**src/hdl/tfatlb_pkg.sv**
```systemverilog
// ----------------------------------------------------------------------------
// tfatlb_pkg
// Shared types for the process-tagged fully associative translation buffer.
// ----------------------------------------------------------------------------
package tfatlb_pkg;

    typedef enum logic [1:0] {
        MODE_LOOKUP   = 2'd0,
        MODE_INSERT   = 2'd1,
        MODE_INV_PROC = 2'd2,
        MODE_INV_PAGE = 2'd3
    } t_mode;

    // control part of the request token that walks the cell chain
    typedef struct packed {
        logic  valid;
        t_mode mode;
        logic  fill;   // second pass of an insert that missed
        logic  found;  // hit seen, or free entry taken on the fill pass
    } t_ctl;

endpackage

```
**src/hdl/tfatlb_if.sv**
```systemverilog
// ----------------------------------------------------------------------------
// tfatlb_req_if / tfatlb_rsp_if
// Valid/ready channels for translation requests and their results.
// ----------------------------------------------------------------------------
interface tfatlb_req_if #(
    parameter int PROC_BITS  = 16,
    parameter int PAGE_BITS  = 20,
    parameter int FRAME_BITS = 20
);
    logic                  valid;
    logic                  ready;
    logic [1:0]            mode;
    logic [PROC_BITS-1:0]  proc_id;
    logic [PAGE_BITS-1:0]  page_num;
    logic [FRAME_BITS-1:0] frame_in;

    modport source (output valid, output mode, output proc_id, output page_num,
                    output frame_in, input ready);
    modport sink   (input valid, input mode, input proc_id, input page_num,
                    input frame_in, output ready);
endinterface

interface tfatlb_rsp_if #(
    parameter int FRAME_BITS = 20
);
    logic                  valid;
    logic                  ready;
    logic                  ok;
    logic [FRAME_BITS-1:0] frame_out;

    modport source (output valid, output ok, output frame_out, input ready);
    modport sink   (input valid, input ok, input frame_out, output ready);
endinterface

```
**src/hdl/tagged_fully_assoc_tlb_top.sv**
```systemverilog
// ----------------------------------------------------------------------------
// tagged_fully_assoc_tlb_top
// Process-tagged fully associative translation buffer built as a chain of
// entry cells that a request token walks, one cell per cycle.
// ----------------------------------------------------------------------------
// a lookup, invalidate or insert hit walks the chain once before its result is
//   registered at the output; an insert that misses walks it a second time
//   to claim the first free entry
// items: a new one is accepted only after the last one has left the chain and
//   its result has been registered; a held result delays this further
// reset: synchronous active-low, clears every valid bit, including the output valid
module tagged_fully_assoc_tlb_top import tfatlb_pkg::*; #(
    parameter int NUM_ENTRIES = 16,
    parameter int PROC_BITS   = 16,
    parameter int PAGE_BITS   = 20,
    parameter int FRAME_BITS  = 20
) (
    input  logic          i_clk,
    input  logic          i_rst_n,
    tfatlb_req_if.sink    i_req,
    tfatlb_rsp_if.source  o_rsp
);

    typedef enum logic [3:0] {
        ST_IDLE = 4'b0001,
        ST_PASS = 4'b0010,
        ST_FILL = 4'b0100,
        ST_WAIT = 4'b1000
    } t_state;

    t_state r_state, n_state;

    logic                  r_out_valid, n_out_valid;
    logic                  r_out_ok,    n_out_ok;
    logic [FRAME_BITS-1:0] r_out_frame, n_out_frame;
    logic                  r_pend_ok,   n_pend_ok;
    logic [FRAME_BITS-1:0] r_pend_frame, n_pend_frame;

    t_ctl                  w_ctl   [NUM_ENTRIES+1];
    logic [PROC_BITS-1:0]  w_proc  [NUM_ENTRIES+1];
    logic [PAGE_BITS-1:0]  w_page  [NUM_ENTRIES+1];
    logic [FRAME_BITS-1:0] w_frame [NUM_ENTRIES+1];

    t_ctl                  w_tail;
    logic                  w_accept;
    logic                  w_refill;
    logic                  w_done;
    logic                  w_res_ok;
    logic [FRAME_BITS-1:0] w_res_frame;
    logic                  w_out_free;

    assign w_tail   = w_ctl[NUM_ENTRIES];
    assign w_accept = i_req.valid && i_req.ready;
    // insert that found no match goes round again to claim a free entry
    assign w_refill = (r_state == ST_PASS) && w_tail.valid && !w_tail.fill
                      && (w_tail.mode == MODE_INSERT) && !w_tail.found;
    assign w_done   = w_tail.valid && !w_refill
                      && ((r_state == ST_PASS) || (r_state == ST_FILL));
    assign w_out_free = !r_out_valid || o_rsp.ready;

    // chain head
    always_comb begin
        w_ctl[0]   = '0;
        w_proc[0]  = i_req.proc_id;
        w_page[0]  = i_req.page_num;
        w_frame[0] = i_req.frame_in;
        if (r_state == ST_IDLE) begin
            w_ctl[0].valid = w_accept;
            w_ctl[0].mode  = t_mode'(i_req.mode);
        end else if (w_refill) begin
            w_ctl[0].valid = 1'b1;
            w_ctl[0].mode  = w_tail.mode;
            w_ctl[0].fill  = 1'b1;
            w_proc[0]      = w_proc[NUM_ENTRIES];
            w_page[0]      = w_page[NUM_ENTRIES];
            w_frame[0]     = w_frame[NUM_ENTRIES];
        end
    end

    for (genvar g = 0; g < NUM_ENTRIES; g++) begin : g_cell
        tfatlb_cell #(
            .PROC_BITS  (PROC_BITS),
            .PAGE_BITS  (PAGE_BITS),
            .FRAME_BITS (FRAME_BITS)
        ) u_cell (
            .i_clk   (i_clk),
            .i_rst_n (i_rst_n),
            .i_ctl   (w_ctl[g]),
            .i_proc  (w_proc[g]),
            .i_page  (w_page[g]),
            .i_frame (w_frame[g]),
            .o_ctl   (w_ctl[g+1]),
            .o_proc  (w_proc[g+1]),
            .o_page  (w_page[g+1]),
            .o_frame (w_frame[g+1])
        );
    end

    // result from the token leaving the last cell
    always_comb begin
        w_res_ok    = 1'b1;
        w_res_frame = '0;
        if (w_tail.fill) begin
            w_res_ok = w_tail.found;
        end else begin
            case (w_tail.mode)
                MODE_LOOKUP: begin
                    w_res_ok = w_tail.found;
                    if (w_tail.found) begin
                        w_res_frame = w_frame[NUM_ENTRIES];
                    end
                end
                MODE_INSERT:   w_res_ok = w_tail.found;
                MODE_INV_PROC: w_res_ok = 1'b1;
                MODE_INV_PAGE: w_res_ok = 1'b1;
                default:       w_res_ok = 1'b1;
            endcase
        end
    end

    always_comb begin
        n_state      = r_state;
        n_out_valid  = r_out_valid && !o_rsp.ready;
        n_out_ok     = r_out_ok;
        n_out_frame  = r_out_frame;
        n_pend_ok    = r_pend_ok;
        n_pend_frame = r_pend_frame;
        case (r_state)
            ST_IDLE: begin
                if (w_accept) begin
                    n_state = ST_PASS;
                end
            end
            ST_PASS, ST_FILL: begin
                if (w_refill) begin
                    n_state = ST_FILL;
                end else if (w_done) begin
                    if (w_out_free) begin
                        n_out_valid = 1'b1;
                        n_out_ok    = w_res_ok;
                        n_out_frame = w_res_frame;
                        n_state     = ST_IDLE;
                    end else begin
                        n_pend_ok    = w_res_ok;
                        n_pend_frame = w_res_frame;
                        n_state      = ST_WAIT;
                    end
                end
            end
            ST_WAIT: begin
                if (w_out_free) begin
                    n_out_valid = 1'b1;
                    n_out_ok    = r_pend_ok;
                    n_out_frame = r_pend_frame;
                    n_state     = ST_IDLE;
                end
            end
            default: begin
                n_state = ST_IDLE;
            end
        endcase
    end

    always_ff @(posedge i_clk) begin
        if (!i_rst_n) begin
            r_state     <= ST_IDLE;
            r_out_valid <= 1'b0;
        end else begin
            r_state     <= n_state;
            r_out_valid <= n_out_valid;
        end
    end

    always_ff @(posedge i_clk) begin
        r_out_ok     <= n_out_ok;
        r_out_frame  <= n_out_frame;
        r_pend_ok    <= n_pend_ok;
        r_pend_frame <= n_pend_frame;
    end

    assign i_req.ready     = (r_state == ST_IDLE);
    assign o_rsp.valid     = r_out_valid;
    assign o_rsp.ok        = r_out_ok;
    assign o_rsp.frame_out = r_out_frame;

endmodule

```
**src/hdl/tfatlb_cell.sv**
```systemverilog
// ----------------------------------------------------------------------------
// tfatlb_cell
// One translation entry; compares the passing request token against its
// entry, updates the entry and hands the token to the next cell.
// ----------------------------------------------------------------------------
module tfatlb_cell import tfatlb_pkg::*; #(
    parameter int PROC_BITS  = 16,
    parameter int PAGE_BITS  = 20,
    parameter int FRAME_BITS = 20
) (
    input  logic                  i_clk,
    input  logic                  i_rst_n,
    input  t_ctl                  i_ctl,
    input  logic [PROC_BITS-1:0]  i_proc,
    input  logic [PAGE_BITS-1:0]  i_page,
    input  logic [FRAME_BITS-1:0] i_frame,
    output t_ctl                  o_ctl,
    output logic [PROC_BITS-1:0]  o_proc,
    output logic [PAGE_BITS-1:0]  o_page,
    output logic [FRAME_BITS-1:0] o_frame
);

    // entry
    logic                  r_valid, n_valid;
    logic [PROC_BITS-1:0]  r_proc,  n_proc;
    logic [PAGE_BITS-1:0]  r_page,  n_page;
    logic [FRAME_BITS-1:0] r_frame, n_frame;

    // token toward the next cell
    t_ctl                  r_ctl,    n_ctl;
    logic [FRAME_BITS-1:0] r_tframe, n_tframe;
    logic [PROC_BITS-1:0]  r_tproc;
    logic [PAGE_BITS-1:0]  r_tpage;

    logic w_proc_hit;
    logic w_hit;

    assign w_proc_hit = r_valid && (r_proc == i_proc);
    assign w_hit      = w_proc_hit && (r_page == i_page);

    always_comb begin
        n_valid  = r_valid;
        n_proc   = r_proc;
        n_page   = r_page;
        n_frame  = r_frame;
        n_ctl    = i_ctl;
        n_tframe = i_frame;
        if (i_ctl.valid) begin
            if (i_ctl.fill) begin
                // first free entry on the fill pass takes the request
                if (!r_valid && !i_ctl.found) begin
                    n_valid     = 1'b1;
                    n_proc      = i_proc;
                    n_page      = i_page;
                    n_frame     = i_frame;
                    n_ctl.found = 1'b1;
                end
            end else begin
                case (i_ctl.mode)
                    MODE_LOOKUP: begin
                        if (w_hit && !i_ctl.found) begin
                            n_ctl.found = 1'b1;
                            n_tframe    = r_frame;
                        end
                    end
                    MODE_INSERT: begin
                        if (w_hit && !i_ctl.found) begin
                            n_ctl.found = 1'b1;
                            n_frame     = i_frame;
                        end
                    end
                    MODE_INV_PROC: begin
                        if (w_proc_hit) begin
                            n_valid = 1'b0;
                        end
                    end
                    MODE_INV_PAGE: begin
                        if (w_hit) begin
                            n_valid = 1'b0;
                        end
                    end
                    default: begin
                        n_valid = r_valid;
                    end
                endcase
            end
        end
    end

    always_ff @(posedge i_clk) begin
        if (!i_rst_n) begin
            r_valid <= 1'b0;
            r_ctl   <= '0;
        end else begin
            r_valid <= n_valid;
            r_ctl   <= n_ctl;
        end
    end

    always_ff @(posedge i_clk) begin
        r_proc   <= n_proc;
        r_page   <= n_page;
        r_frame  <= n_frame;
        r_tproc  <= i_proc;
        r_tpage  <= i_page;
        r_tframe <= n_tframe;
    end

    assign o_ctl   = r_ctl;
    assign o_proc  = r_tproc;
    assign o_page  = r_tpage;
    assign o_frame = r_tframe;

endmodule

```
**src/flat_wrapper.sv**
```systemverilog
// flat-port wrapper written by rule: the top's interface ports become plain ports
module tagged_fully_assoc_tlb_top_flat import tfatlb_pkg::*;
#(
    parameter int NUM_ENTRIES = 16,
    parameter int PROC_BITS   = 16,
    parameter int PAGE_BITS   = 20,
    parameter int FRAME_BITS  = 20
)
  (i_clk, i_rst_n, i_req_valid, i_req_mode, i_req_proc_id, i_req_page_num, i_req_frame_in, i_req_ready, o_rsp_valid, o_rsp_ok, o_rsp_frame_out, o_rsp_ready);
  tfatlb_req_if #(.PROC_BITS(PROC_BITS), .PAGE_BITS(PAGE_BITS), .FRAME_BITS(FRAME_BITS)) i_req_i ();
  tfatlb_rsp_if #(.FRAME_BITS(FRAME_BITS)) o_rsp_i ();
  input  logic i_clk;
  input  logic i_rst_n;
  input wire logic [$bits(i_req_i.valid)-1:0] i_req_valid;
  input wire logic [$bits(i_req_i.mode)-1:0] i_req_mode;
  input wire logic [$bits(i_req_i.proc_id)-1:0] i_req_proc_id;
  input wire logic [$bits(i_req_i.page_num)-1:0] i_req_page_num;
  input wire logic [$bits(i_req_i.frame_in)-1:0] i_req_frame_in;
  output wire logic [$bits(i_req_i.ready)-1:0] i_req_ready;
  output wire logic [$bits(o_rsp_i.valid)-1:0] o_rsp_valid;
  output wire logic [$bits(o_rsp_i.ok)-1:0] o_rsp_ok;
  output wire logic [$bits(o_rsp_i.frame_out)-1:0] o_rsp_frame_out;
  input wire logic [$bits(o_rsp_i.ready)-1:0] o_rsp_ready;
  assign i_req_i.valid = i_req_valid;
  assign i_req_i.mode = i_req_mode;
  assign i_req_i.proc_id = i_req_proc_id;
  assign i_req_i.page_num = i_req_page_num;
  assign i_req_i.frame_in = i_req_frame_in;
  assign i_req_ready = i_req_i.ready;
  assign o_rsp_valid = o_rsp_i.valid;
  assign o_rsp_ok = o_rsp_i.ok;
  assign o_rsp_frame_out = o_rsp_i.frame_out;
  assign o_rsp_i.ready = o_rsp_ready;
  tagged_fully_assoc_tlb_top #(.NUM_ENTRIES(NUM_ENTRIES), .PROC_BITS(PROC_BITS), .PAGE_BITS(PAGE_BITS), .FRAME_BITS(FRAME_BITS)) u_core (.i_clk(i_clk), .i_rst_n(i_rst_n), .i_req(i_req_i), .o_rsp(o_rsp_i));
endmodule
```
**config.mk**
```make
export PLATFORM = sky130hd
export DESIGN_NAME = tagged_fully_assoc_tlb_top_flat
export DESIGN_NICKNAME = d
export VERILOG_FILES = /design/src/hdl/tfatlb_pkg.sv /design/src/hdl/tfatlb_if.sv /design/src/hdl/tagged_fully_assoc_tlb_top.sv /design/src/hdl/tfatlb_cell.sv /design/src/flat_wrapper.sv
export SDC_FILE = /design/constraint.sdc
export NUM_CORES = 2
export LEC_CHECK = 0
export BUFFER_PORTS_ARGS = -buffer_cell sky130_fd_sc_hd__buf_2
export CORE_MARGIN = 10
export CORE_UTILIZATION = 23
export DETAILED_ROUTE_END_ITERATION = 8
export GPL_TIMING_DRIVEN = 1
export PLACE_DENSITY_LB_ADDON = 0.12
export SLEW_MARGIN = 40
export SYNTH_ARGS = -nofsm -noshare
export SYNTH_HDL_FRONTEND = slang
export SYNTH_HIERARCHICAL = 1
export SYNTH_SLANG_ARGS = --single-unit
```
**constraint.sdc**
```tcl
create_clock -name i_clk -period 5.3 [get_ports i_clk]
set_input_delay 0.265 -clock i_clk [delete_from_list [all_inputs] [get_ports i_clk]]
set_output_delay 0.265 -clock i_clk [all_outputs]
set_load 0.005 [all_outputs]
```
---- Word-level counts from Yosys, hierarchy flattened ----
Index checks and enable logic that the tools add are counted.
cells by class
  reductions and logical operators ........ 244
  multiplexer cells ....................... 320
  equal/unequal tests ..................... 141
  bitwise operators ....................... 3
operators with widths
  operator                                                         count
  20-bit two-way mux                                               139
  20-bit == test                                                   16
  16-bit == test                                                   16
  1-bit two-way mux                                                151
  3-bit by 2-bit != test with 1-bit output, second input constant  30
  5-bit AND reduction                                              16
  4-bit AND reduction                                              18
  1-bit logical AND                                                70
  2-bit == test, second input constant                             34
  2-bit nonzero test                                               33
  3-bit AND reduction                                              17
  3-bit nonzero test                                               16
  20-bit case mux with 2 select lines                              1
  1-bit case mux with 2 select lines                               19
  2-bit OR reduction                                               19
  2-bit != test, second input constant                             18
  1-bit zero test                                                  35
  2-bit by 1-bit == test with 1-bit output, second input constant  17
  2-bit zero test                                                  17
  16-bit two-way mux                                               2
  4-bit two-way mux                                                6
  4-bit case mux with 3 select lines                               1
  2-bit by 1-bit != test with 1-bit output, second input constant  3
  3-bit != test, second input constant                             2
  9 further kinds                                                  12
storage, ports and cells
  flip-flop bits (word level) ............. 1935
  input bits .............................. 62
  output and inout bits ................... 23
  logic and storage cells ................. 890

---- Longest topological paths before layout ----
  depth after elaboration ................. 14
  gate-level depth with buffers ........... 11
  depth with buffers taken out ............ 8

---- Modules after synthesis ----
The synthesis kept the hierarchy.
modules (own cells, without submodules)
  module                      sequential area each (um^2)  area an instance (um^2)  cells each  times used
  tfatlb_cell                 2922.8                       3799.9                   210         16
  tagged_fully_assoc_tlb_top  1361.3                       2959.1                   197         1

---- Worst setup path before layout ----
OpenSTA, ideal clock, no wires.
  path kind ............................... reg2reg
  from .................................... register u_core.r_state[3]
  to ...................................... register u_core.g_cell[0].u_cell.r_frame[0] (enable)
  setup time .............................. 401 ps
  data required time ...................... 4899 ps
  path buffers ............................ 2
  cell stages (with the launch flop) ...... 11
  period minus slack after synthesis ...... 3978 ps
  arrival ................................. 3577 ps
  slack ................................... 1322 ps
  path through ............................ dfxtp_1 > or4_1 > or3_1 > buf_6 > buf_12 > mux2_4 > xor2_1 > or3_1 > nor3_1 > nand4_1 > o21bai_1
RTL lines
  what                      line                               RTL
  start: declaration        tagged_fully_assoc_tlb_top.sv:31   t_state r_state, n_state;
  start signal: assignment  tagged_fully_assoc_tlb_top.sv:169  r_state <= n_state;
  end signal: assignment    tfatlb_cell.sv:103                 r_frame <= n_frame;
  end: declaration          tfatlb_cell.sv:27                  logic [FRAME_BITS-1:0] r_frame, n_frame;

==> summary.md <==
| Metric | Value |
|---|---|
| Status | `completed` |
| Core area | `0.276 mm²` |
| Hpwl dp | `106000 µm` |
| # hold bufs at CTS | `61` |
| EDFF count, synth | `938` |
| Simple-Gate Fraction of Synth Area | `0.0519` |
| Min Clock Period, post-route | `4.15 ns` |
| Slew Limit Fails | `0` |
| Post-synth cell types | `41` |
| Unrepaired setup endpoints after global routing | `no` |
| #FFs+latches synth | `1935` |
| # port buffers | `84` |
| Post-route ant nets | `0` |
| Via count | `28687` |
| 1st-iter DRT viols | `1467` |
| Syn avg cell area | `17.9 µm²` |
| Vias/cell | `3.67` |
| Peak supply drop | `0.230 mV` |
| Post-Synth XOR/XNOR Area | `0.0793` |
| Ys async rst share | `0` |
| Number of global-route vias before repair | `30549` |
| Post-CTS sizing | `0` |
| Relative slew slack | `0.439` |
| Post-synthesis sequential area ratio | `0.755` |
| Synthesis-to-layout area growth | `20.1%` |
| Setup bufs post-CTS | `0` |
| Pwr/cell area | `409 mW/mm²` |
| Final worst-path cycle share | `0.782` |
| Post-Synth Adder-Cell Area | `0` |
| GPL Wtd Cong | `0.693` |
| Starting Density | `0.231` |
| Lkg Pwr | `0.0273 µW` |
| Average wire per standard cell | `19.5 µm` |
| Final Hold Vio Count | `0` |
| Setup TNS | `0 ns` |
| GRT Total Usage | `0.0993` |
| Max_cap viols | `0` |
| Worst EP arrival | `4.66 ns` |
| Startpoint types | `flop` |
| Critical Path Slowest Stage Cell | `or3_4` |
| Initial antenna violation count | `8` |
| Sink Count | `1935` |
| Post-synthesis compound-gate area fraction | `0.0125` |
| First-pass GRT wire length | `222000 µm` |
| FP Rows | `193` |
| Pin count of the biggest net entering global routing | `57` |
| Root Buffer | `clkbuf_16` |
| Finished Core Util | `0.277` |
| Final wirelength | `152000 µm` |
| Die Ht | `547 µm` |
| Nets | `3992` |
| Clock insertion delay at the later pin of the skew report | `0.85 ns` |
| Router iterations before antenna repair | `5` |
| Post-Syn Instances | `3557` |
| Largest family of logic cells by synthesized area | `multiplexers` |
| Final setup fails | `0` |
| Critical Path Max Stage Delay | `0.58 ns` |
| Cell Area, Synth | `0.0638 mm²` |
| Critical path required time | `5.81 ns` |
| Clk buf depth | `4` |
| I/O Pins | `85` |
| H-tree depth | `4` |
| Setup Crit Path Kind | `flop to flop` |
| Worst Setup End Kind | `flop` |
| Worst-Margin Slew | `0.836 ns` |
| F_max | `241 MHz` |
| Crit-path max FO | `23` |
| Warnings, synthesis | `6` |
| WHS | `0.104 ns` |
| Num CTS Buffers | `214` |
| Die area | `0.299 mm²` |
| CTS tree | `built` |
| Mux contribution to synthesized area | `0.0923` |
| Main synth FF type | `dfxtp_1` |
| Skew final | `0.0582 ns` |
| Layout cells sized above 1 | `0.234` |
| Total grt overflow | `0` |
| CP most frequent cell | `nand4_1` |
| Cells along the critical path | `or4_1, or3_4, buf_12, mux2_4, xnor2_1, nand4_1, nor3_2, nand4_1, o21bai_2, buf_4` |
| Post-route non-filler standard cell count | `7811` |
| DR DRC count | `0` |
| HP Class | `input pin to flop` |
| Total placed cells including tap cells | `7358` |
| Reg clk slew, reported paths | `0.06 ns` |
| Die W | `547 µm` |
| Fill count | `27784` |
==> final cells by class <==
cell class	instances	area [µm²]	area share
antenna	1	2.50	0.0000327
clock buffer	335	6340	0.0827
clock inverter	56	420	0.00549
inverter	23	86.3	0.00113
multi-input combinational	1559	15300	0.200
sequential	1935	48100	0.628
tap	3705	4640	0.0605
timing repair buffer	197	1640	0.0215
==> layout by cell type, fill, tap and decap left out, drive strengths merged, types with 4 or more instances in the layout <==
| cell type | n |
|---|---|
| xor2 | 17 |
| nand2 | 4 |
| and2 | 85 |
| clkbuf | 335 |
| o21ai | 32 |
| edfxtp | 938 |
| o21bai | 16 |
| a21boi | 17 |
| nand3 | 16 |
| nand3b | 16 |
| and4bb | 16 |
| or3 | 17 |
| dlygate4sd3 | 61 |
| nand4 | 179 |
| or4b | 17 |
| dfxtp | 997 |
| nor3 | 64 |
| buf | 136 |
| conb | 5 |
| nor2 | 34 |
| clkinv | 44 |
| bufinv | 4 |
| a21oi | 34 |
| inv | 29 |
| xnor2 | 560 |
| o21ba | 16 |
| mux2 | 397 |
==> sequential cells by signal, summed over array words and instances, names as in the netlist <==
signal and count:
u_core/g_cell.u_cell/o_frame 320, u_core/g_cell.u_cell/r_valid 16, u_core/r_pend_ok 1, u_core/g_cell.u_cell/o_ctl 80, u_core/o_rsp.valid 1, u_core/g_cell.u_cell/r_proc 256
u_core/g_cell.u_cell/r_frame 320, u_core/r_state 4, u_core/g_cell.u_cell/o_page 320, u_core/g_cell.u_cell/o_proc 256, u_core/o_rsp.frame_out 20, u_core/g_cell.u_cell/r_page 320
u_core/o_rsp.ok 1, u_core/r_pend_frame 20
==> worst max-delay path, delay by kind of cell, from the launching register on <==
kind            cells  cell delay, ns
simple gates        5            2.08
buf+inv             2            0.59
flops               1            0.35
mux                 1            0.35
compound gates      1            0.21
xor+xnor            1            0.16
==> stage by stage <==
| step | area (µm²) | setup slack [ns] | total power, µW |
|---|---|---|---|
| floorplan | 63800 | 1.32 | 17000 |
| global placement | 68800 | 0.984 | 17400 |
| detailed placement | 69200 | 1.07 | 17300 |
| CTS | 76600 | 1.06 | 32000 |
| global route | 76600 | 0.901 | 32600 |
| finish | 76600 | 1.15 | 31300 |
==> worst paths after layout <==
| kind | depth (start not counted) | to | startpoint | slack [ns] |
|---|---|---|---|---|
| worst min-delay path | 3 | u_core/r_state[3]$_SDFFE_PN0P_ | o_rsp_ready | 0.10 |
| worst max-delay path | 10 | u_core/g_cell[0].u_cell/r_frame[14]$_DFFE_PP_ | u_core/r_state[3]$_SDFFE_PN0P_ | 1.15 |
| worst max register to register | 10 | u_core/g_cell[0].u_cell/r_frame[14]$_DFFE_PP_ | u_core/r_state[3]$_SDFFE_PN0P_ | 1.15 |
| worst min register to register | 0 | u_core/g_cell[12].u_cell/o_page[10]$_DFF_P_ | u_core/g_cell[11].u_cell/o_page[10]$_DFF_P_ | 0.34 |
==> power by group <==
part | internal, µW | total (µW) | leakage (µW) | switching (µW)
clock network | 8370 | 14300 | 0.00333 | 5920
logic | 392 | 605 | 0.00718 | 213
registers | 16000 | 16400 | 0.0168 | 388
total | 24800 | 31300 | 0.0273 | 6520
==> cell usage after synthesis (all sizes together), types with 4 or more instances <==
cell type	count	area, µm²
and2	85	532
and4bb	16	200
nand3	16	80.1
or4b	17	170
a21oi	34	170
xor2	17	149
a21boi	17	128
edfxtp	938	28200
xnor2	560	4900
o21ai	32	160
inv	23	86.3
mux2	397	5880
nor2	34	128
nor3	64	561
nand2	4	15.0
clkbuf	4	15.0
nand4	179	1320
o21ba	16	160
or3	17	106
buf	40	487
dfxtp	997	20000
nand3b	16	120
o21bai	16	120
==> routing by layer <==
layer,global-route usage,part of all wire,vias up
met3,0.0178,0.031,242
li1,-,-,13646
met4,0.0274,0.025,6
met5,0,0.00022,-
met2,0.173,0.50,381
met1,0.126,0.44,14412
==> kinds of logic (layout without fill, tap and decap cells) <==
| group | count (synthesis) | in the layout |
|---|---|---|
| flops | 1935 | 1935 |
| compound gates | 122 | 122 |
| other cells | 1 | 6 |
| mux | 397 | 397 |
| simple gates | 458 | 458 |
| xor+xnor | 577 | 577 |
| buf+inv | 67 | 611 |
Power figures use the tool's default switching activity.
